### config.mk
export PLATFORM = sky130hd
export DESIGN_NAME = nmb_rsp_queue_flat
export DESIGN_NICKNAME = d
export VERILOG_FILES = /design/src/hdl/assert_macros.svh /design/src/hdl/nmb_pkg.sv /design/src/hdl/nmb_rsp_if.sv /design/src/hdl/nmb_rsp_queue.sv /design/src/flat_wrapper.sv
export SDC_FILE = /design/constraint.sdc
export NUM_CORES = 1
export LEC_CHECK = 0
export BUFFER_PORTS_ARGS = -buffer_cell sky130_fd_sc_hd__buf_2
export CORE_ASPECT_RATIO = 0.9
export CORE_MARGIN = 1
export CORE_UTILIZATION = 50
export DETAILED_ROUTE_END_ITERATION = 16
export GPL_ROUTABILITY_DRIVEN = 0
export GPL_TIMING_DRIVEN = 0
export PLACE_DENSITY = 0.72
export SYNTH_ARGS = -nofsm -noshare
export SYNTH_HDL_FRONTEND = slang
export SYNTH_SLANG_ARGS = --single-unit
### constraint.sdc
create_clock -name clock -period 2.8 [get_ports clock]
set_clock_uncertainty 0.05 [all_clocks]
set_input_delay 0.28 -clock clock [delete_from_list [all_inputs] [get_ports clock]]
set_output_delay 0.28 -clock clock [all_outputs]
set_load 0.005 [all_outputs]
### src/hdl/assert_macros.svh
// Assertion macros shared by the blur unit RTL.
`ifndef ASSERT_MACROS_SVH
`define ASSERT_MACROS_SVH

// Condition that must hold at every clock edge out of reset.
`define NMB_ASSERT_ALWAYS(label, clk, rst, cond, msg) \
   label: assert property (@(posedge clk) disable iff (rst) (cond)) else $error(msg);

// Same-cycle implication.
`define NMB_ASSERT_IMPLY(label, clk, rst, ante, cons, msg) \
   label: assert property (@(posedge clk) disable iff (rst) (ante) |-> (cons)) \
      else $error(msg);

// Next-cycle implication.
`define NMB_ASSERT_NEXT(label, clk, rst, ante, cons, msg) \
   label: assert property (@(posedge clk) disable iff (rst) (ante) |=> (cons)) \
      else $error(msg);

`endif

### src/hdl/nmb_pkg.sv
// Shared constants and types of the neighbour mean blur unit.
package nmb_pkg;

   // defaults for the frame size limits
   localparam int MAX_WIDTH_DEF  = 2048;
   localparam int MAX_HEIGHT_DEF = 4096;

   // pixel layout: red in the top byte, blue in the bottom byte
   localparam int CHAN_W  = 8;
   localparam int PIXEL_W = 3 * CHAN_W;

   // neighbour mean: eight neighbours, each taken as a floor eighth
   localparam int NEIGHBOURS   = 8;
   localparam int EIGHTH_SHIFT = 3;

   // configuration registers
   localparam int IMG_W_BITS   = 12;
   localparam int IMG_H_BITS   = 13;
   localparam int RESET_WIDTH  = 640;
   localparam int RESET_HEIGHT = 480;
   localparam int CSR_AW       = 3;
   localparam int CSR_DW       = 32;
   localparam int CSR_IDX_BIT  = 2;
   localparam logic REG_IMAGE_WIDTH  = 1'b0;
   localparam logic REG_IMAGE_HEIGHT = 1'b1;

   // input word kinds
   localparam logic KIND_PIXEL = 1'b0;
   localparam logic KIND_DRAIN = 1'b1;

   // one result word
   typedef struct packed {
      logic [CHAN_W-1:0] red;
      logic [CHAN_W-1:0] green;
      logic [CHAN_W-1:0] blue;
      logic              end_of_run;
      logic              end_of_frame;
   } rsp_word_type;

   // up to two result words handed to the output queue in one cycle
   typedef struct packed {
      logic [1:0]   n_words;
      rsp_word_type first;
      rsp_word_type second;
   } rsp_push_type;

endpackage

### src/hdl/nmb_rsp_if.sv
// Result pixel stream channel of the blur unit.
interface nmb_rsp_if;
   logic                      valid;
   logic                      ready;
   logic [nmb_pkg::CHAN_W-1:0] red_out;
   logic [nmb_pkg::CHAN_W-1:0] green_out;
   logic [nmb_pkg::CHAN_W-1:0] blue_out;
   logic                      end_of_run;
   logic                      end_of_frame;

   modport source (output valid, red_out, green_out, blue_out, end_of_run, end_of_frame,
                   input ready);
   modport sink   (input valid, red_out, green_out, blue_out, end_of_run, end_of_frame,
                   output ready);
endinterface

### src/hdl/nmb_rsp_queue.sv
// Four-word result queue: takes up to two words a cycle, gives one.
module nmb_rsp_queue (
   input  logic                  clock,
   input  logic                  reset,
   input  nmb_pkg::rsp_push_type push,
   output logic                  space_ok,
   nmb_rsp_if.source             rsp_if
);

   localparam int DEPTH = 4;
   localparam int PW    = $clog2(DEPTH);

   nmb_pkg::rsp_word_type slot_ff [DEPTH];
   nmb_pkg::rsp_word_type head;
   logic [PW-1:0]         wr_ptr_ff, wr_ptr_in;
   logic [PW-1:0]         rd_ptr_ff, rd_ptr_in;
   logic [PW:0]           count_ff, count_in;
   logic                  pop;

   assign pop      = rsp_if.valid & rsp_if.ready;
   assign space_ok = (count_ff <= (PW+1)'(DEPTH - 2));

   // output side
   assign head               = slot_ff[rd_ptr_ff];
   assign rsp_if.valid       = (count_ff != '0);
   assign rsp_if.red_out     = head.red;
   assign rsp_if.green_out   = head.green;
   assign rsp_if.blue_out    = head.blue;
   assign rsp_if.end_of_run  = head.end_of_run;
   assign rsp_if.end_of_frame = head.end_of_frame;

   // pointer and fill bookkeeping
   always_comb begin
      wr_ptr_in = PW'(wr_ptr_ff + PW'(push.n_words));
      rd_ptr_in = pop ? PW'(rd_ptr_ff + 1'b1) : rd_ptr_ff;
      count_in  = (PW+1)'(count_ff + (PW+1)'(push.n_words) - (PW+1)'(pop));
   end

   always_ff @(posedge clock) begin
      if (reset) begin
         wr_ptr_ff <= '0;
         rd_ptr_ff <= '0;
         count_ff  <= '0;
      end else begin
         wr_ptr_ff <= wr_ptr_in;
         rd_ptr_ff <= rd_ptr_in;
         count_ff  <= count_in;
      end
   end

   // word storage
   always_ff @(posedge clock) begin
      if (push.n_words != 2'd0) begin
         slot_ff[wr_ptr_ff] <= push.first;
      end
      if (push.n_words == 2'd2) begin
         slot_ff[PW'(wr_ptr_ff + 1'b1)] <= push.second;
      end
   end

endmodule

### src/flat_wrapper.sv
// flat-port wrapper written by rule: the top's interface ports become plain ports
module nmb_rsp_queue_flat 
  (clock, reset, push, space_ok, rsp_if_valid, rsp_if_red_out, rsp_if_green_out, rsp_if_blue_out, rsp_if_end_of_run, rsp_if_end_of_frame, rsp_if_ready);
  nmb_rsp_if rsp_if_i ();
  input  logic clock;
  input  logic reset;
  input  nmb_pkg::rsp_push_type push;
  output logic space_ok;
  output wire logic [$bits(rsp_if_i.valid)-1:0] rsp_if_valid;
  output wire logic [$bits(rsp_if_i.red_out)-1:0] rsp_if_red_out;
  output wire logic [$bits(rsp_if_i.green_out)-1:0] rsp_if_green_out;
  output wire logic [$bits(rsp_if_i.blue_out)-1:0] rsp_if_blue_out;
  output wire logic [$bits(rsp_if_i.end_of_run)-1:0] rsp_if_end_of_run;
  output wire logic [$bits(rsp_if_i.end_of_frame)-1:0] rsp_if_end_of_frame;
  input wire logic [$bits(rsp_if_i.ready)-1:0] rsp_if_ready;
  assign rsp_if_valid = rsp_if_i.valid;
  assign rsp_if_red_out = rsp_if_i.red_out;
  assign rsp_if_green_out = rsp_if_i.green_out;
  assign rsp_if_blue_out = rsp_if_i.blue_out;
  assign rsp_if_end_of_run = rsp_if_i.end_of_run;
  assign rsp_if_end_of_frame = rsp_if_i.end_of_frame;
  assign rsp_if_i.ready = rsp_if_ready;
  nmb_rsp_queue u_core (.clock(clock), .reset(reset), .push(push), .space_ok(space_ok), .rsp_if(rsp_if_i));
endmodule
==> reports/summary.log <==
[synth] Syn Area/Cell 18.4 µm²
[drt] DR vias 3095
[synth] synthesized instance count 303
[critical_path] r2r worst-path depth 5
[layout] share of final-layout standard cells stronger than drive strength 1 0.620
[layout] post-layout utilization of the core 0.620
[sta] final worst-path cycle share 0.953
[layout] footprint of the multi-input gates 2150 µm²
[sta] RSZ-0062 raised after global routing false
[drt] vias per inst 5.43
[synth] post-synth design cell area 5580 µm²
[sta] Setup-failing EPs final 0
[sta] Hold Violations, Final 0
[critical_path] type of element capturing the critical path output pin
[clock_network] number of gates resized after CTS 0
[critical_path] Register-to-Register Setup Slack 500 ps
[layout] final instance count without filler cells 570
[clock_network] Bufs on Longest Clock Path 2
[floorplanning] core box area 10900 µm²
[clock_network] clock net sink count 113
[synth] sequential element share of the synthesized area 0.592
[global_routing] vias in the first global route 3239
[clock_network] CTS clock-pin slew for the worst setup and hold paths 50 ps
[drt] iteration count of the initial detailed-routing pass 4
[drt] routed wire length 11100 µm
[clock_network] Root Buffer sky130_fd_sc_hd__clkbuf_16
[floorplanning] height of the die 102 µm
[global_routing] largest net degree at the start of global routing 27
[critical_path] crit path max-delay cell type sky130_fd_sc_hd__clkbuf_1
[sta] number of max-slew violations in the final report 0
[critical_path] Critical Path Max Stage Delay 600 ps
[clock_network] depth of the CTS H-tree 4
[floorplanning] effective utilization at floorplan 0.514
[placed_design] hpwl dp 7140 µm
[sta] pin slew with the least headroom to its limit 939 ps
[flow_run] max capacitance violation total 0
[clock_network] Worst-Skew Late Latency 410 ps
[critical_path] endpoint arrival time on the critical path 2340 ps
[global_routing] wire length of the first global-routing pass 17100 µm
[critical_path] Crit Reg-Reg Startpoint u_core.wr_ptr_ff[1]
[critical_path] data required time at the worst endpoint 2470 ps
[sta] worst-case headroom to the max-slew limit 0.373
[sta] Final min period 2670 ps
[layout] final design area excluding fillers 6730 µm²
[global_routing] global-route usage over all layers 0.207
[power] leakage power total 2.50 nW
[placed_design] instance count after placement with tap cells included 540
[layout] # diodes 0
[outcome] result of the run complete, no violations
[global_routing] final global-route overflow total 0
[placed_design] Placed Instance Area 6220 µm²
[sta] worst slack on hold paths 89.6 ps
[critical_path] crit path capture rsp_if_green_out[5]
[clock_network] Num CTS Buffers 17
[clock_network] CTS tree yes
[clock_network] Hold Buf Count CTS 0
[min_path] HP Class in2reg
[layout] area added between synthesis and finish 20.6%
[layout] count of fill cells added during filler insertion 819
[synth] flop and latch count out of synthesis 113
[critical_path] cell-by-cell listing of the critical path clkbuf_1, clkbuf_1, mux4_2, buf_2
[critical_path] Crit Path Class reg2out
[clock_network] Setup Fix Bufs, Post-CTS 0
[floorplanning] # IOs 85
[synth] Cell variety after synth 28
[drt] DRT iter0 DRCs 199
[drt] antenna-violating nets left 0
[synth] Warnings, synthesis 0
[drt] average wire per cell in the routed design 19.5 µm
[critical_path] Crit Reg-Reg Endpoint u_core.slot_ff[2][10]
[floorplanning] die area 11600 µm²
[placed_design] number of port buffers 84
[critical_path] element type at the critical path start flip-flop
[critical_path] CP dominant cell by count sky130_fd_sc_hd__clkbuf_1
[layout] Nets 469
[layout] flip-flop and latch area 3300 µm²
[floorplanning] Horiz. Die Dim 113 µm
[synth] Syn Nets 365
[drt] DRC viols 0
[power] worst ir drop on vdd 0.392 mV
[sta] maximum clock rate 0.375 GHz
[global_routing] initial antenna violation count 0
[power] areal power density over the cells 779 nW/µm²
[critical_path] crit-path max FO 10
[floorplanning] number of cell rows 36
[placed cells by master (no fill, tap or decap), types with 2 or more instances in the layout]
cell                        netlist  routed
sky130_fd_sc_hd__inv_1            5       5
sky130_fd_sc_hd__clkbuf_16        0      17
sky130_fd_sc_hd__edfxtp_1       104     104
sky130_fd_sc_hd__xnor2_1          5       5
sky130_fd_sc_hd__nor2_4           0       2
sky130_fd_sc_hd__mux2_4          20      20
sky130_fd_sc_hd__clkbuf_1         3       5
sky130_fd_sc_hd__mux4_2          26      26
sky130_fd_sc_hd__mux2i_1          3       3
sky130_fd_sc_hd__or3_1            2       2
sky130_fd_sc_hd__buf_4            2       2
sky130_fd_sc_hd__mux2_2          84      84
sky130_fd_sc_hd__dfxtp_1          9       9
sky130_fd_sc_hd__buf_2            6      90
sky130_fd_sc_hd__clkinv_1         0       5
sky130_fd_sc_hd__nor2_1           8       6
sky130_fd_sc_hd__ha_1             4       4
sky130_fd_sc_hd__buf_6            5       5
sky130_fd_sc_hd__clkbuf_2         1       2
sky130_fd_sc_hd__clkinv_2         0       3
sky130_fd_sc_hd__nand2b_1         2       2
sky130_fd_sc_hd__nor2b_1          3       3
[worst min-delay path by stage]
stage | slack, ps | startpoint | to | cells past startpoint
2_1_floorplan | 300 | reset | u_core.count_ff[1] | 1
3_3_place_gp | 460 | u_core.rd_ptr_ff[1] | flip-flop | 2
3_5_place_dp | 470 | u_core.rd_ptr_ff[0] | flip-flop | 2
4_1_cts | 80 | reset | u_core.count_ff[1] | 2
5_1_grt | 90 | reset | u_core.count_ff[1] | 2
6_report | 90 | reset | u_core.count_ff[1] | 2
[cell usage after synthesis]
| library cell | n | area (µm²) |
|---|---|---|
| sky130_fd_sc_hd__edfxtp_1 | 104 | 3120 |
| sky130_fd_sc_hd__mux2_2 | 84 | 946 |
| sky130_fd_sc_hd__mux4_2 | 26 | 586 |
| sky130_fd_sc_hd__mux2_4 | 20 | 300 |
| sky130_fd_sc_hd__dfxtp_1 | 9 | 180 |
| sky130_fd_sc_hd__nor2_1 | 8 | 30.0 |
| sky130_fd_sc_hd__buf_2 | 6 | 30.0 |
| sky130_fd_sc_hd__buf_6 | 5 | 56.3 |
| sky130_fd_sc_hd__inv_1 | 5 | 18.8 |
| sky130_fd_sc_hd__xnor2_1 | 5 | 43.8 |
| sky130_fd_sc_hd__ha_1 | 4 | 50.1 |
| sky130_fd_sc_hd__clkbuf_1 | 3 | 11.3 |
| sky130_fd_sc_hd__mux2i_1 | 3 | 30.0 |
| sky130_fd_sc_hd__nor2b_1 | 3 | 18.8 |
| sky130_fd_sc_hd__a22o_1 | 2 | 17.5 |
| sky130_fd_sc_hd__buf_4 | 2 | 15.0 |
| sky130_fd_sc_hd__nand2b_1 | 2 | 12.5 |
| sky130_fd_sc_hd__or3_1 | 2 | 12.5 |
| sky130_fd_sc_hd__a21oi_1 | 1 | 5.00 |
| sky130_fd_sc_hd__clkbuf_2 | 1 | 5.00 |
| sky130_fd_sc_hd__fa_1 | 1 | 20.0 |
| sky130_fd_sc_hd__inv_2 | 1 | 3.75 |
| sky130_fd_sc_hd__nor2_2 | 1 | 6.26 |
| sky130_fd_sc_hd__nor3_2 | 1 | 10.0 |
| sky130_fd_sc_hd__nor4_4 | 1 | 21.3 |
| sky130_fd_sc_hd__o311ai_0 | 1 | 8.76 |
| sky130_fd_sc_hd__o31a_1 | 1 | 8.76 |
| sky130_fd_sc_hd__xor2_1 | 1 | 8.76 |
[final cells by class]
cell class                 instances  share of cell area
buffer                            17              0.0177
clock buffer                      20              0.0649
clock inverter                    10              0.0106
inverter                           6             0.00335
multi-input combinational        167               0.320
sequential                       113               0.491
tap                              152              0.0283
timing repair buffer              85              0.0647
[power breakdown]
| part | internal [mW] | switching, mW | leakage, nW |
|---|---|---|---|
| clock network | 1.18 | 0.694 | 0.247 |
| registers | 2.09 | 0.0615 | 1.05 |
| logic | 0.636 | 0.573 | 1.20 |
[registers in the layout (all words and copies together) (netlist names), named ones only]
signal            flops
u_core.rd_ptr_ff      2
u_core.count_ff       3
u_core.slot_ff      104
u_core.wr_ptr_ff      2
[per-layer routing]
layer  share of wire  vias to the layer above  GRT usage
met4           0.010                        0     0.0860
met1            0.43                     1571      0.248
met2            0.52                       84      0.359
li1                -                     1427          -
met3           0.048                       13     0.0558
met5               0                        -          0
[through the flow]
step	power, mW	setup WS [ps]	TNS (ps)
2_1_floorplan	2.98	637	0
3_3_place_gp	3.38	-383	-18550
3_5_place_dp	3.42	497	0
4_1_cts	5.30	95.3	0
5_1_grt	5.48	11.5	0
6_report	5.24	130	0
[kinds of logic (layout without fill, tap and decap cells)]
kind of cell,count (synthesis),after routing,synth area share
muxes,133,133,0.334
DFF,113,113,0.592
buffers and inverters,23,138,0.0251
and+or+nand+nor,18,18,0.0200
xor gates and xnor gates,6,6,0.00942
adders and majority gates,5,5,0.0126
AOI/OAI and AO/OA,5,5,0.00718
[critical path, delay by kind of cell, from the launching register on]
| kind | cells | cell delay (ps) |
|---|---|---|
| flip-flops | 1 | 300 |
| buffers and inverters | 3 | 1200 |
| multiplexers | 1 | 430 |
Power figures use the tool's default switching activity.
